==> config.mk <==
export PLATFORM = sky130hd
export DESIGN_NAME = mws_track
export DESIGN_NICKNAME = d
export VERILOG_FILES = /design/src/rtl/core/mws_pkg.sv /design/src/rtl/core/mws_track.sv
export SDC_FILE = /design/constraint.sdc
export NUM_CORES = 1
export LEC_CHECK = 0
export ABC_AREA = 0
export BUFFER_PORTS_ARGS = -buffer_cell sky130_fd_sc_hd__clkbuf_2
export CAP_MARGIN = 10
export CORE_ASPECT_RATIO = 1.5
export CORE_UTILIZATION = 50
export CTS_BUF_LIST = sky130_fd_sc_hd__clkbuf_2 sky130_fd_sc_hd__clkbuf_4 sky130_fd_sc_hd__clkbuf_8
export CTS_CLUSTER_DIAMETER = 120
export CTS_CLUSTER_SIZE = 20
export DETAILED_ROUTE_END_ITERATION = 16
export HOLD_SLACK_MARGIN = 0.08
export MAX_ROUTING_LAYER = met4
export PLACE_DENSITY = 0.76
export SLEW_MARGIN = 20
export SYNTH_ARGS = -nofsm -noshare
export SYNTH_HDL_FRONTEND = slang
export SYNTH_SLANG_ARGS = --single-unit
==> constraint.sdc <==
create_clock -name clk -period 10 [get_ports clk]
set_input_delay 0.5 -clock clk [delete_from_list [all_inputs] [get_ports clk]]
set_output_delay 0.5 -clock clk [all_outputs]
set_load 0.02 [all_outputs]
==> src/rtl/core/mws_pkg.sv <==
// ----------------------------------------------------------------------------
// mws_pkg
// types and constants of the 2x2 window sum locator
// ----------------------------------------------------------------------------
package mws_pkg;

    localparam int ELEM_W       = 32;
    localparam int SUM_W        = 33;
    localparam int IDX_W        = 10;
    localparam int CFG_W        = 11;
    localparam int APB_ADDR_W   = 3;
    localparam int APB_DATA_W   = 32;
    localparam int DEF_MAX_COLS = 1024;
    localparam int DEF_MAX_ROWS = 1024;

    localparam int OUT_FIELDS_W = SUM_W + 2 * IDX_W + 4 * ELEM_W;
    localparam int OUT_TDATA_W  = ((OUT_FIELDS_W + 7) / 8) * 8;
    localparam int OUT_PAD_W    = OUT_TDATA_W - OUT_FIELDS_W;

    localparam logic [CFG_W-1:0] CFG_RESET = CFG_W'(2);

    typedef enum logic [0:0] {
        REG_NUM_ROWS = 1'b0,
        REG_NUM_COLS = 1'b1
    } cfg_reg_e;

    typedef struct packed {
        logic valid;
        logic window;
        logic last;
    } stage_t;

endpackage

==> src/rtl/core/mws_track.sv <==
// ----------------------------------------------------------------------------
// mws_track
// window sum, best window tracking and result register
// ----------------------------------------------------------------------------
module mws_track #(
    parameter int MAX_COLS = mws_pkg::DEF_MAX_COLS,
    parameter int MAX_ROWS = mws_pkg::DEF_MAX_ROWS
) (
    input  logic                                clk,
    input  logic                                rst_n,
    input  mws_pkg::stage_t                     stage,
    input  logic [mws_pkg::ELEM_W-1:0]          element,
    input  logic [mws_pkg::ELEM_W-1:0]          above,
    input  logic [$clog2(MAX_ROWS)-1:0]         win_row,
    input  logic [$clog2(MAX_COLS)-1:0]         win_col,
    output logic                                advance,
    output logic                                m_axis_tvalid,
    input  logic                                m_axis_tready,
    output logic [mws_pkg::OUT_TDATA_W-1:0]     m_axis_tdata,
    output logic [0:0]                          m_axis_tuser
);
    import mws_pkg::*;

    localparam int COL_W = $clog2(MAX_COLS);
    localparam int ROW_W = $clog2(MAX_ROWS);

    logic [ELEM_W-1:0]      left_reg;
    logic [ELEM_W-1:0]      ul_reg;
    logic [SUM_W-1:0]       best_sum_reg;
    logic [SUM_W-1:0]       best_sum_next;
    logic [ROW_W-1:0]       best_row_reg;
    logic [ROW_W-1:0]       best_row_next;
    logic [COL_W-1:0]       best_col_reg;
    logic [COL_W-1:0]       best_col_next;
    logic                   found_reg;
    logic                   found_next;
    logic [ELEM_W-1:0]      bw_reg [4];
    logic [ELEM_W-1:0]      bw_next [4];
    logic                   out_valid_reg;
    logic                   out_valid_next;
    logic [OUT_TDATA_W-1:0] out_data_reg;
    logic [0:0]             out_user_reg;

    logic signed [SUM_W:0]  sum;
    logic                   better;
    logic                   finish;

    assign advance = stage.valid && (!stage.last || !out_valid_reg);
    assign finish  = advance && stage.last;

    assign sum = $signed({{2{ul_reg[ELEM_W-1]}}, ul_reg})
               + $signed({{2{above[ELEM_W-1]}}, above})
               + $signed({{2{left_reg[ELEM_W-1]}}, left_reg})
               + $signed({{2{element[ELEM_W-1]}}, element});

    assign better = stage.window && (sum > $signed({1'b0, best_sum_reg}));

    always_comb
    begin
        best_sum_next = best_sum_reg;
        best_row_next = best_row_reg;
        best_col_next = best_col_reg;
        found_next    = found_reg;
        bw_next       = bw_reg;
        if (better)
        begin
            best_sum_next = sum[SUM_W-1:0];
            best_row_next = win_row;
            best_col_next = win_col;
            found_next    = 1'b1;
            bw_next[0]    = ul_reg;
            bw_next[1]    = above;
            bw_next[2]    = left_reg;
            bw_next[3]    = element;
        end
    end

    assign out_valid_next = finish || (out_valid_reg && !m_axis_tready);

    always_ff @(posedge clk or negedge rst_n)
    begin
        if (!rst_n)
        begin
            left_reg      <= '0;
            ul_reg        <= '0;
            best_sum_reg  <= '0;
            best_row_reg  <= '0;
            best_col_reg  <= '0;
            found_reg     <= 1'b0;
            bw_reg        <= '{default: '0};
            out_valid_reg <= 1'b0;
        end
        else
        begin
            out_valid_reg <= out_valid_next;
            if (finish)
            begin
                left_reg     <= '0;
                ul_reg       <= '0;
                best_sum_reg <= '0;
                best_row_reg <= '0;
                best_col_reg <= '0;
                found_reg    <= 1'b0;
                bw_reg       <= '{default: '0};
            end
            else if (advance)
            begin
                left_reg     <= element;
                ul_reg       <= above;
                best_sum_reg <= best_sum_next;
                best_row_reg <= best_row_next;
                best_col_reg <= best_col_next;
                found_reg    <= found_next;
                bw_reg       <= bw_next;
            end
        end
    end

    always_ff @(posedge clk)
    begin
        if (finish)
        begin
            out_data_reg <= {{OUT_PAD_W{1'b0}}, bw_next[3], bw_next[2], bw_next[1],
                             bw_next[0], IDX_W'(best_col_next), IDX_W'(best_row_next),
                             best_sum_next};
            out_user_reg <= found_next;
        end
    end

    assign m_axis_tvalid = out_valid_reg;
    assign m_axis_tdata  = out_data_reg;
    assign m_axis_tuser  = out_user_reg;

endmodule

# Yosys cells after proc, flatten, opt, wreduce, memory -nomap -nowiden
# Index checks and enable logic that the tools add are counted.
[op_classes]
n_lt_le_gt_ge = 1
addsub = 3
reduce_logical = 10
mux = 19
[op_table]
columns = ["operator", "n"]
rows = [
  ["$mux 128", 3],
  ["$mux 32", 4],
  ["$mux 33", 3],
  ["$mux 10", 6],
  ["$add 33x32->34", 1],
  ["$add 34x32->34", 1],
  ["$gt 34x34->1", 1],
  ["$add 32x32->33", 1],
  ["$logic_and 1x1->1", 4],
  ["$logic_not 1->1", 3],
  ["$mux 1", 3],
  ["$logic_or 1x1->1", 2],
  ["$reduce_bool 2->1", 1],
]
[totals]
word_cells = 46
input_bits = 90
output_inout_bits = 187
register_bits = 429

# Depth between registers and ports, before layout
[depth]
word_depth = 8
ltp_mapped = 27

# Least setup slack after synthesis
# OpenSTA, ideal clock, no wires.
[synth_timing]
path_type = "input to register"
startpoint = "input port stage[0] in the netlist's numbering"
endpoint = "register bw_reg[100] in the netlist's numbering"
t_arrival_ns = 9.418
cell_stages = 9
slack_ns = 0.461
required_time_ns = 9.879
cell_sequence = "clkbuf_1 nand2_1 nand2_1 clkbuf_1 nor2_1 a31oi_1 buf_2 buf_2 a22o_1"
[synth_between]
elab_chain_cells = 5
word_cells_on_any_way = 6
cone_classes = "mux (1); reduce/logical (5)"
[synth_rtl]
columns = ["item", "line", "text"]
rows = [
  ["start, declared", "mws_track.sv:11", "input mws_pkg::stage_t stage,"],
  ["$logic_not 1->1", "mws_track.sv:48", "assign advance = stage.valid && (!stage.last || !out_valid_reg);"],
  ["$logic_or 1x1->1", "mws_track.sv:48", ""],
  ["$logic_and 1x1->1", "mws_track.sv:48", ""],
  ["$logic_and 1x1->1 (*)", "mws_track.sv:49", "assign finish = advance && stage.last;"],
  ["net finish", "mws_track.sv:46", "logic finish;"],
  ["$mux 128 / $reduce_bool 2->1 (equally long branches)", "n/a", ""],
  ["end signal, assigned", "mws_track.sv:114", "bw_reg <= bw_next;"],
  ["end, declared", "mws_track.sv:37", "logic [ELEM_W-1:0] bw_reg [4];"],
]
# Mark *: on every way through the listed nets, which the timed path passes. The rest lies on a longest branch.
# A chain may end at the register's enable or synchronous reset.

==> results.sh <==
export IMPL_numCtsBuffers=25
export IMPL_ioPinCount=277
export IMPL_finalSetupViolCount=0
export IMPL_n_fill_cell=3590
export IMPL_synth_edff_count=182
export IMPL_startpoint_type="input pin"
export IMPL_async_flop_share_pct=57.6
export IMPL_initial_core_util_pct=50.6
export IMPL_die_height_um=254
export IMPL_grt_setup_unrepaired="no"
export IMPL_synth_cells=1816
export IMPL_largest_reg_flops=181
export IMPL_seq_area_frac_synth_pct=54.9
export IMPL_synth_area_per_cell_um2=11.7
export IMPL_grt_usage_pct=26.1
export IMPL_final_cell_mix="clkbuf_2 (272), dfrtp_1 (247), o21ai_0 (229)"
export IMPL_post_route_period_util_pct=79.4
export IMPL_fin_skew_ps=26.1
export IMPL_slew_headroom_pct=29.0
export IMPL_arrival_ps=8340
export IMPL_synth_seq_cells=429
export IMPL_outcome="finished clean"
export IMPL_grt_start_max_net_pins=110
export IMPL_drive_above_1_share_pct=20.0
export IMPL_dr_pass1_iters=5
export IMPL_cts_resized=0
export IMPL_yosys_warnings=0
export IMPL_vias_per_cell=5.86
export IMPL_grt_pass1_wl_um=85500
export IMPL_power_density_mw_per_mm2=318
export IMPL_io_buffers=273
export IMPL_place_congestion=0.864
export IMPL_cts_sinks=429
export IMPL_dp_hpwl_um=36200
export IMPL_crit_path_end_kind="flop"
export IMPL_yosysUniqueCellTypes=67
export IMPL_avgRoutedWirePerCell_um=20.8
export IMPL_hold_viol_final=0
export IMPL_layout_commonest_cell="clkbuf_2"
export IMPL_die_area_mm2=0.0433
export IMPL_ir_drop_v=0.000351
export IMPL_clk_pin_slew_worst_paths_ps=120
export IMPL_synth_area_mm2=0.0212
export IMPL_hp_class="in2reg"
export IMPL_area_growth_pct=12.1
export IMPL_die_x_um=170
export IMPL_drv_slew=0
export IMPL_clock_path_buffers=3
export IMPL_fin_util_pct=56.8
export IMPL_setup_worst_path_class="in2reg"
export IMPL_maxCapViolCount=0
export IMPL_antenna_found_initial=1
export IMPL_postRouteAntennaNets=0
export IMPL_grt_overflow=0
export IMPL_crit_fanout=48
export IMPL_nNetsFinal=2264
export IMPL_fmax_mhz=126
export IMPL_rows=92
export IMPL_p_leak_nw=10.7
export IMPL_clock_latency_ps=650
export IMPL_root_buffer="clkbuf_8"
export IMPL_routed_via_count=15400
export IMPL_grt_pass1_vias=15800
export IMPL_drtIter0Drc=1348
export IMPL_drc=0
export IMPL_cts_max_level=1
export IMPL_cp_required_ps=10390
export IMPL_worst_pin_slew_ps=1060
export IMPL_synth_ff_type="dfrtp_1"
export IMPL_tns_ps=0
export IMPL_core_area_mm2=0.0419
export IMPL_drt_wl_total_um=54700
export IMPL_cts_tree="yes"
export IMPL_fin_crit_ps=7940
-- timing repair --
item                      CTS  global route
hold endpoints to repair  135             0
setup buffers               0             0
hold buffers               29             0
-- power by group --
group / total [W] / switching [W] / internal, W
logic: 0.00394 / 0.00255 / 0.00139
registers: 0.00276 / 0.000254 / 0.00251
clock network: 0.000873 / 0.000562 / 0.000311
-- final timing paths --
check                                        startpoint                     endpoint  slack [ps]  cells past startpoint
max in group asynchronous                         rst_n  best_col_reg[9]$_DFFE_PN0P_        7920                      3
worst min register to register   bw_reg[22]$_DFFE_PN0P_       bw_reg[22]$_DFFE_PN0P_         510                      1
worst max-delay path                           above[1]  m_axis_tdata[144]$_DFFE_PP_        2060                     26
worst max register to register  left_reg[1]$_DFFE_PN0P_  m_axis_tdata[144]$_DFFE_PP_        2270                     24
min in group asynchronous                         rst_n     left_reg[19]$_DFFE_PN0P_         500                      2
worst min-delay path                         win_col[2]  best_col_reg[2]$_DFFE_PN0P_         110                      2
-- Yosys cell counts, types with 15 or more instances --
cell | n | share of area [%]
inv_1 | 194 | 3.4
fa_1 | 65 | 6.1
buf_2 | 51 | 1.2
clkbuf_1 | 61 | 1.1
a22o_1 | 164 | 6.8
nand3_1 | 49 | 1.2
o311ai_0 | 15 | 0.62
xnor2_1 | 19 | 0.78
a21oi_1 | 41 | 0.97
o21ai_0 | 229 | 5.4
o211ai_1 | 18 | 0.64
nor2_1 | 27 | 0.48
a21o_1 | 21 | 0.74
o21ai_1 | 15 | 0.35
o31ai_1 | 48 | 1.7
edfxtp_1 | 182 | 26
ha_1 | 66 | 3.9
nand2_1 | 125 | 2.2
mux2_2 | 46 | 2.4
dfrtp_1 | 247 | 29
-- worst max-delay path, stage by stage --
cell and delay, ps:
dlygate4sd3_1 530, clkbuf_2 110, inv_1 200, fa_1 480
fa_1 430, inv_1 70, ha_1 180, inv_1 80
fa_1 450, nand2b_1 180, a21oi_1 210, o21ai_1 150
nand3b_1 200, a211oi_1 150, or3_1 450, o311ai_0 620
ha_1 380, nand4_1 100, nor2_1 40, nand4_1 90
o211ai_1 130, a2111oi_2 450, nor2_4 240, nor2_4 750
buf_4 690, mux2_2 410
-- kinds of logic after synthesis --
logic type               synth area share (%)
flip-flops                               54.9
XOR/XNOR                                 1.27
adder cells (fa/ha/maj)                  10.0
AO/OA/AOI/OAI                            19.3
buffers and inverters                    5.98
multiplexers                             3.13
AND/OR/NAND/NOR                          5.39
other                                  0.0177
-- routing by layer --
metal	vias to the layer above	track usage (%)	part of all wire, %
li1	6954	-	-
met1	7739	31.0	38
met2	574	44.7	52
met3	138	2.53	4.7
met4	0	12.5	4.9
met5	-	-	0
-- final cells by class --
type                       instances  area, um^2  share of cell area [%]
inverter                         194         728                    3.06
clock inverter                     2        23.8                   0.100
timing repair buffer             321        1810                    7.62
multi-input combinational       1072        8370                    35.2
tap                              564         706                    2.97
antenna                            1        2.50                  0.0105
sequential                       429       11600                    49.0
clock buffer                      44         487                    2.05
-- through the flow --
step / instances / hold WS, ps / total power (W) / setup slack [ps] / instance area (um^2)
final: 2627 / 112 / 0.00757 / 2060 / 23800
after global routing: 2627 / 98.9 / 0.00806 / 1490 / 23800
after CTS: 2626 / 81.9 / 0.00758 / 2070 / 23800
after detailed placement: 2551 / 475 / 0.00669 / 1930 / 23000
after global placement: 2551 / 476 / 0.00657 / 2160 / 23000
after floorplan: 1818 / 204 / 0.00555 / 461 / 21200
Note: power is estimated with default switching activity, not from simulation.
