File: src/rtl/core/mws_pkg.sv
// ----------------------------------------------------------------------------
// mws_pkg
// types and constants of the 2x2 window sum locator
// ----------------------------------------------------------------------------
package mws_pkg;

    localparam int ELEM_W       = 32;
    localparam int SUM_W        = 33;
    localparam int IDX_W        = 10;
    localparam int CFG_W        = 11;
    localparam int APB_ADDR_W   = 3;
    localparam int APB_DATA_W   = 32;
    localparam int DEF_MAX_COLS = 1024;
    localparam int DEF_MAX_ROWS = 1024;

    localparam int OUT_FIELDS_W = SUM_W + 2 * IDX_W + 4 * ELEM_W;
    localparam int OUT_TDATA_W  = ((OUT_FIELDS_W + 7) / 8) * 8;
    localparam int OUT_PAD_W    = OUT_TDATA_W - OUT_FIELDS_W;

    localparam logic [CFG_W-1:0] CFG_RESET = CFG_W'(2);

    typedef enum logic [0:0] {
        REG_NUM_ROWS = 1'b0,
        REG_NUM_COLS = 1'b1
    } cfg_reg_e;

    typedef struct packed {
        logic valid;
        logic window;
        logic last;
    } stage_t;

endpackage

File: src/rtl/core/mws_cfg.sv
// ----------------------------------------------------------------------------
// mws_cfg
// apb register file holding the matrix size
// ----------------------------------------------------------------------------
module mws_cfg (
    input  logic                             clk,
    input  logic                             rst_n,
    input  logic                             psel,
    input  logic                             penable,
    input  logic                             pwrite,
    input  logic [mws_pkg::APB_ADDR_W-1:0]   paddr,
    input  logic [mws_pkg::APB_DATA_W-1:0]   pwdata,
    output logic [mws_pkg::APB_DATA_W-1:0]   prdata,
    output logic                             pready,
    output logic [mws_pkg::CFG_W-1:0]        num_rows,
    output logic [mws_pkg::CFG_W-1:0]        num_cols
);
    import mws_pkg::*;

    logic [CFG_W-1:0] num_rows_reg;
    logic [CFG_W-1:0] num_rows_next;
    logic [CFG_W-1:0] num_cols_reg;
    logic [CFG_W-1:0] num_cols_next;
    logic             wr_en;
    cfg_reg_e         reg_sel;

    assign pready  = 1'b1;
    assign wr_en   = psel && penable && pwrite && pready;
    assign reg_sel = cfg_reg_e'(paddr[2]);

    always_comb
    begin
        num_rows_next = num_rows_reg;
        num_cols_next = num_cols_reg;
        if (wr_en)
        begin
            unique case (reg_sel)
                REG_NUM_ROWS: num_rows_next = pwdata[CFG_W-1:0];
                REG_NUM_COLS: num_cols_next = pwdata[CFG_W-1:0];
            endcase
        end
    end

    always_comb
    begin
        unique case (reg_sel)
            REG_NUM_ROWS: prdata = APB_DATA_W'(num_rows_reg);
            REG_NUM_COLS: prdata = APB_DATA_W'(num_cols_reg);
        endcase
    end

    always_ff @(posedge clk or negedge rst_n)
    begin
        if (!rst_n)
        begin
            num_rows_reg <= CFG_RESET;
            num_cols_reg <= CFG_RESET;
        end
        else
        begin
            num_rows_reg <= num_rows_next;
            num_cols_reg <= num_cols_next;
        end
    end

    assign num_rows = num_rows_reg;
    assign num_cols = num_cols_reg;

endmodule

File: config.mk
export PLATFORM = sky130hd
export DESIGN_NAME = mws_cfg
export DESIGN_NICKNAME = d
export VERILOG_FILES = /design/src/rtl/core/mws_pkg.sv /design/src/rtl/core/mws_cfg.sv
export SDC_FILE = /design/constraint.sdc
export NUM_CORES = 1
export LEC_CHECK = 0
export BUFFER_PORTS_ARGS = -buffer_cell sky130_fd_sc_hd__buf_2
export CAP_MARGIN = 0
export CELL_PAD_IN_SITES_DETAIL_PLACEMENT = 0
export CELL_PAD_IN_SITES_GLOBAL_PLACEMENT = 1
export CORE_ASPECT_RATIO = 1.25
export CORE_MARGIN = 1
export CORE_UTILIZATION = 32
export CTS_BUF_LIST = sky130_fd_sc_hd__clkbuf_8
export CTS_CLUSTER_DIAMETER = 150
export DETAILED_ROUTE_END_ITERATION = 10
export HOLD_SLACK_MARGIN = 0.06
export PLACE_DENSITY_LB_ADDON = 0.1
export SLEW_MARGIN = 20
export SYNTH_ARGS = -nofsm -noshare
export SYNTH_HDL_FRONTEND = slang
export SYNTH_SLANG_ARGS = --single-unit
File: constraint.sdc
create_clock -name clk -period 2.9 [get_ports clk]
set_clock_uncertainty 0.2 [all_clocks]
set_input_delay 0.58 -clock clk [delete_from_list [all_inputs] [get_ports clk]]
set_output_delay 0.58 -clock clk [all_outputs]
set_load 0.05 [all_outputs]
## Word-level counts from Yosys, hierarchy flattened

Cells that the tools add are included.

- Register bits after elaboration: 22
- Input port bits: 40
- Output and inout bits: 55
- Logic and storage cells: 8

- Multiplexer cells: 1
- Bitwise logic cells: 1
- Reduce and logical (&&, ||, !) cells: 4

Operator list:

| operator | number |
|---|---|
| $pmux W32 S2 | 1 |
| $reduce_and A2 Y1 | 2 |
| $logic_and A1 B1 Y1 | 2 |
| $not A1 Y1 | 1 |

## Depth between registers and ports, before layout

Gate-level depths: netlist of run 1.

- Depth after elaboration: 3
- Mapped depth: 3
- Depth with buffers taken out: 2

## Worst setup path after synthesis of run 1

No wires, ideal clock.

- Path kind: input to output
- From: input paddr[2] (netlist name)
- To: output prdata[0] (netlist name)
- Arrival time: 1.241 ns
- Data required time: 2.120 ns
- Path slack: 0.879 ns
- Cell stages on the path: 2
- Path buffers: 1
- Path through: buf_2 > mux2_2

- Word-level cells in the longest chain between the ends: 2

RTL lines:

| what | RTL line | text |
|---|---|---|
| start, declared | mws_cfg.sv:11 | `input logic [mws_pkg::APB_ADDR_W-1:0] paddr,` |
| $not A1 Y1 | n/a |  |
| $pmux W32 S2 * | mws_cfg.sv:46 | `unique case (reg_sel)` |
| end, declared | mws_cfg.sv:13 | `output logic [mws_pkg::APB_DATA_W-1:0] prdata,` |

Every way passes the cells marked *; elsewhere a longest branch is shown, timed or not. The select of a mux whose other input is x is not followed.

## Worst setup path after layout of run 1

- From: input paddr[2] (netlist name)
- To: output prdata[5] (netlist name)

Same word-level chain as after synthesis.

==> reports/metrics.yaml, run 1 <==
run_status:
  status: "complete, but fails checks"
  violations: "DRC"
worst_setup_path:
  start_kind: "input pin"
  r2r_start: "num_rows[8]"
  worstPathCellList: "buf_2, mux2_2, buf_2"
  critPathCaptureType: "output pin"
  cp.required_ps: 2120
  reg2reg_depth: 1
  cpMostUsedCell: "buf_2"
  worstPathMaxFanout: 13
  worstReg2RegEnd: "num_rows[8]"
  critPathArrivalTime_ps: 1460
  slowest_stage: "mux2_2"
  r2r_slack_ps: 1930
  crit_type: "in -> out"
  cp_slowest_stage_delay_ps: 380
clocking:
  worst_skew_pair.late_latency_ps: 260
  cts_setup_buffers: 0
  clockBufferDepth: 2
  clk_pin_slew_worst_paths_ps: 80
  cts_hold_buf: 0
  clock-sinks: 22
  clockRootBuffer: "clkbuf_8"
  tritoncts: "done"
  cts.htree.levels: 1
  numCtsBuffers: 3
  ctsResizeCount: 0
run:
  drv_cap: 0
cells_and_area:
  ff_latch_area_um2: 553
  diodes: 0
  multi_input_area_um2: 566
  drive_gt1_share_pct: 68.4
  area_growth_pct: 19.3
  nets: 174
  fill_cells: 365
worst_hold_path:
  hold_class: "in -> async"
sta:
  layout_min_cycle_time_ps: 2240
  finalMaxSlewViolations: 0
  finalSetupTns_ps: 0
  hold_viol: 0
  fmax_mhz: 446
  final.period_utilization_pct: 77.4
  setup_viol: 0
  rsz0062_at_grt: "no"
pwr:
  seq_power_share_pct: 31.5
  ir_drop_v: 0.000267
  p_int_uw: 695
  cellLeakagePower_uw: 0.000830
  comb_power_share_pct: 52.9
  p_per_area_mw_per_mm2: 926
  clock_power_share_pct: 15.5
  swShare_pct: 49.1
  p_switching_uw: 671
  total_power_uw: 1370
yosys:
  yosysUniqueCellTypes: 10
  synth.yosys.seq_area_share_pct: 44.7
  synth_area_per_cell_um2: 14.7
  yosysWarnings: 0
  synthXorXnorAreaFrac_pct: 0
  yosys_register_bits: 22
  synth_mux_area_share_pct: 36.1
  synth_compound_area_share_pct: 0
  synth_area_mm2: 0.00124
  synth_fa_ha_area_share_pct: 0
  synth_simple_gate_area_share_pct: 2.94
  synth_top_family_by_area: "multiplexers"
  synthCells: 84
route:
  first_pass_iters: 11
  drt_wl_total_um: 2290
  via_count: 752
  ant_nets: 0
  remaining_drc_errors: 2
  wl_per_cell_um: 13.3
  drtIter0Drc: 27
  vias_per_cell: 4.37
global_route:
  grt_max_degree: 23
  grt_pass1_wl_um: 3620
  grt_pass1_vias: 735
  grtUsageTotal_pct: 11.7
  grt_antenna_before_repair: 0
  globalRouteOverflowTotal: 0
place:
  gp_congestion: 0.622
  port_buffers: 49
  hpwlAfterDp_um: 1710
floorplan:
  core_mm2: 0.00360
  die_w_um: 57.6
  start_util_pct: 34.3
  rows: 24
  dieHeight_um: 71.5
  die_area_mm2: 0.00412
  pin_count: 95
## synth_stat cells, drive strengths merged
master  number  area, µm²
mux2        33        447
buf         25        193
dfrtp       20        500
conb         2       7.51
dfstp        2       52.6
nand4        1       12.5
nand4b       1       23.8
## worst max-delay path by stage
stage / start / end
6_report: paddr[2] / prdata[5]
5_1_grt: paddr[2] / prdata[5]
4_1_cts: paddr[2] / prdata[6]
3_5_place_dp: paddr[2] / prdata[6]
3_3_place_gp: paddr[2] / prdata[6]
2_1_floorplan: paddr[2] / prdata[0]
## cell usage in the layout (no fill, tap or decap)
master,instances
buf_2,49
buf_4,1
clkbuf_8,4
conb_1,22
dfrtp_1,20
dfstp_2,2
mux2_2,13
mux2_4,20
nand4_2,1
nand4b_4,1
## stage by stage
stage	std cells	worst slack, ps	hold slack (ps)	utilization [%]	area [µm²]
6_report	172	657	71.2	40.9	1480
4_1_cts	172	642	81.8	40.9	1480
3_3_place_gp	168	651	312	39.4	1420
3_5_place_dp	168	649	311	39.4	1420
2_1_floorplan	104	879	84.4	-	1310
5_1_grt	172	603	104	40.9	1480
## layout make-up
cell class | count | area share (%)
Sequential cell | 22 | 37.5
Tap cell | 39 | 3.31
Timing Repair Buffer | 50 | 17.1
Clock buffer | 4 | 3.73
Multi-Input combinational cell | 57 | 38.3
## power groups by stage
stage               combinational, µW  sequential [µW]  clock, µW
detailed placement                726              437          0
floorplan                         370              671          0
global placement                  724              432          0
CTS                               728              432        220
finish                            723              431        212
global route                      750              442        231
## per-layer routing
layer  part of all wire (%)  up-vias  global-route usage [%]  routed length, µm
met5                      0        -                       0                  0
met4                    1.7        0                    5.69                 40
met3                    7.1        4                    2.17                163
li1                       -      341                       -                  -
met1                     42      361                    14.4                959
met2                     49       46                    19.4               1120
## worst max-delay path: cells and delay by family
family | cells | cell delay (ps)
buffers and inverters | 2 | 500
multiplexers | 1 | 380
## cells by family after synthesis
family / Yosys count
buf+inv: 25
flops: 22
mux: 33
other cells: 2
simple gates: 2
Power figures use the tool's default switching activity.
==> run 2: changes to the inputs <==
- CORE_UTILIZATION: 32 -> 27
- clock period: 2.9 -> 1.91 ns (I/O delays scaled with it)
==> run 2 against run 1 <==
The run now ends clean. Sequential power rose by 52%. Global-route usage is 1.7 points lower. Clock power rose by 100%. Combinational power increased by 52%. Sequential share of layout area decreased by 1.2 points. Sequential cell count did not move. Core utilization decreased by 6.2 points. Die area is 18% higher. Final area up 3.4%. Worst setup slack got worse by 580 ps. Critical path depth is the same. Critical path type unchanged.
==> reports/metrics.yaml, run 2 (synthesis results as in run 1) <==
sta:
  setup_viol: 0
  layout_min_cycle_time_ps: 1840
  whs_ps: 161
  final.period_utilization_pct: 96.1
  fmax_mhz: 545
  worst_slack_ps: 74.1
  rsz0062_at_grt: "no"
  finalMaxSlewViolations: 0
  finalSetupTns_ps: 0
  hold_viol: 0
route:
  ant_nets: 0
  remaining_drc_errors: 0
  drtIter0Drc: 10
  vias_per_cell: 3.94
  drt_wl_total_um: 2370
  via_count: 756
  wl_per_cell_um: 12.3
  first_pass_iters: 5
worst_setup_path:
  start_kind: "input pin"
  cp_slowest_stage_delay_ps: 370
  crit_type: "in -> out"
  r2r_slack_ps: 930
  worstPathCellList: "buf_2, mux2_2, buf_2"
  reg2reg_depth: 1
  critPathArrivalTime_ps: 1250
  slowest_stage: "mux2_2"
  critPathCaptureType: "output pin"
  cp.required_ps: 1330
  cpMostUsedCell: "buf_2"
  critPathTopFamily: "buffers and inverters"
  r2r_start: "num_cols[9]"
  worstReg2RegEnd: "num_cols[9]"
  cp_num_buf_inv: 2
  worstPathMaxFanout: 13
cells_and_area:
  nets: 175
  multi_input_area_um2: 566
  fill_cells: 457
  diodes: 0
  final_cell_area_mm2: 0.00153
  drive_gt1_share_pct: 67.9
  area_growth_pct: 23.4
  layout_common_cells: "49 x buf_2, 22 x conb_1, 20 x mux2_4, 20 x dfrtp_1, 13 x mux2_2"
  ff_latch_area_um2: 553
  final_common_cell: "buf_2"
global_route:
  grt_pass1_wl_um: 3710
  globalRouteOverflowTotal: 0
  use_met2_pct: 17.0
  grt_pass1_vias: 749
  use_met3_pct: 2.65
  busiest_layer: "met2"
  grt_antenna_before_repair: 0
  grtUsageTotal_pct: 9.97
  grt_max_degree: 23
  grtUsageMet1_pct: 11.5
clocking:
  tritoncts: "done"
  clockRootBuffer: "clkbuf_8"
  clock-sinks: 22
  clockBufferDepth: 2
  worst_skew_pair.late_latency_ps: 260
  clk_pin_slew_worst_paths_ps: 80
  cts.htree.levels: 1
  numCtsBuffers: 3
floorplan:
  die_area_mm2: 0.00485
  pin_count: 95
  dieHeight_um: 77.7
  rows: 27
  die_w_um: 62.5
  core_mm2: 0.00439
  start_util_pct: 28.1
place:
  port_buffers: 49
  dp_slack_ps: 54.7
  hpwlAfterDp_um: 1720
  placed_cell_area_mm2: 0.00144
  gp_congestion: 0.647
pwr:
  p_per_area_mw_per_mm2: 1430
  total_power_uw: 2180
  ir_drop_v: 0.000504
  cellLeakagePower_uw: 0.000841
worst_hold_path:
  hold_class: "in -> reg"
  hold_end: "num_rows[10]"
  whs_path_depth: 2
  hp-start: "pwdata[10]"
run:
  drv_cap: 0
run_status:
  status: "complete, no violations"
## run 2: what timing repair did
action	4_1_cts	5_1_grt
gates resized for setup	0	0
hold buffers	1	0
buffers inserted	0	0
hold endpoints to repair	20	0
## run 2: worst max-delay path by stage
| stage | start | depth (start not counted) | to |
|---|---|---|---|
| 6_report | paddr[2] | 3 | prdata[1] |
| 5_1_grt | paddr[2] | 3 | prdata[9] |
| 4_1_cts | paddr[2] | 3 | prdata[5] |
| 3_5_place_dp | paddr[2] | 3 | prdata[5] |
| 3_3_place_gp | paddr[2] | 3 | prdata[9] |
| 2_1_floorplan | num_cols[1] | 1 | prdata[1] |
## run 2: layout make-up
cell class              count  area share, %
clock buffers               3           2.71
clock inverters             1           1.97
multi-input cells          57           37.1
flip-flops and latches     22           36.3
well taps                  58           4.76
repair buffers             51           17.2
## run 2: power by group
| part | leakage, µW | switching [µW] | internal, µW |
|---|---|---|---|
| logic | 0.000545 | 803 | 297 |
| clock network | 0.0000357 | 144 | 280 |
| registers | 0.000261 | 78.6 | 576 |
| total | 0.000841 | 1030 | 1150 |
## run 2: metal layers
metal,vias to the layer above,share of wire [%],wire length [µm]
met4,0,1.2,28
met5,-,0,0
met2,43,51,1210
met1,368,41,963
met3,2,6.9,163
li1,343,-,-
## run 2: per-stage QoR
stage	utilization, %	cells
4_1_cts	34.7	192
5_1_grt	34.7	192
6_report	34.7	192
2_1_floorplan	-	104
3_5_place_dp	32.9	187
3_3_place_gp	32.9	187
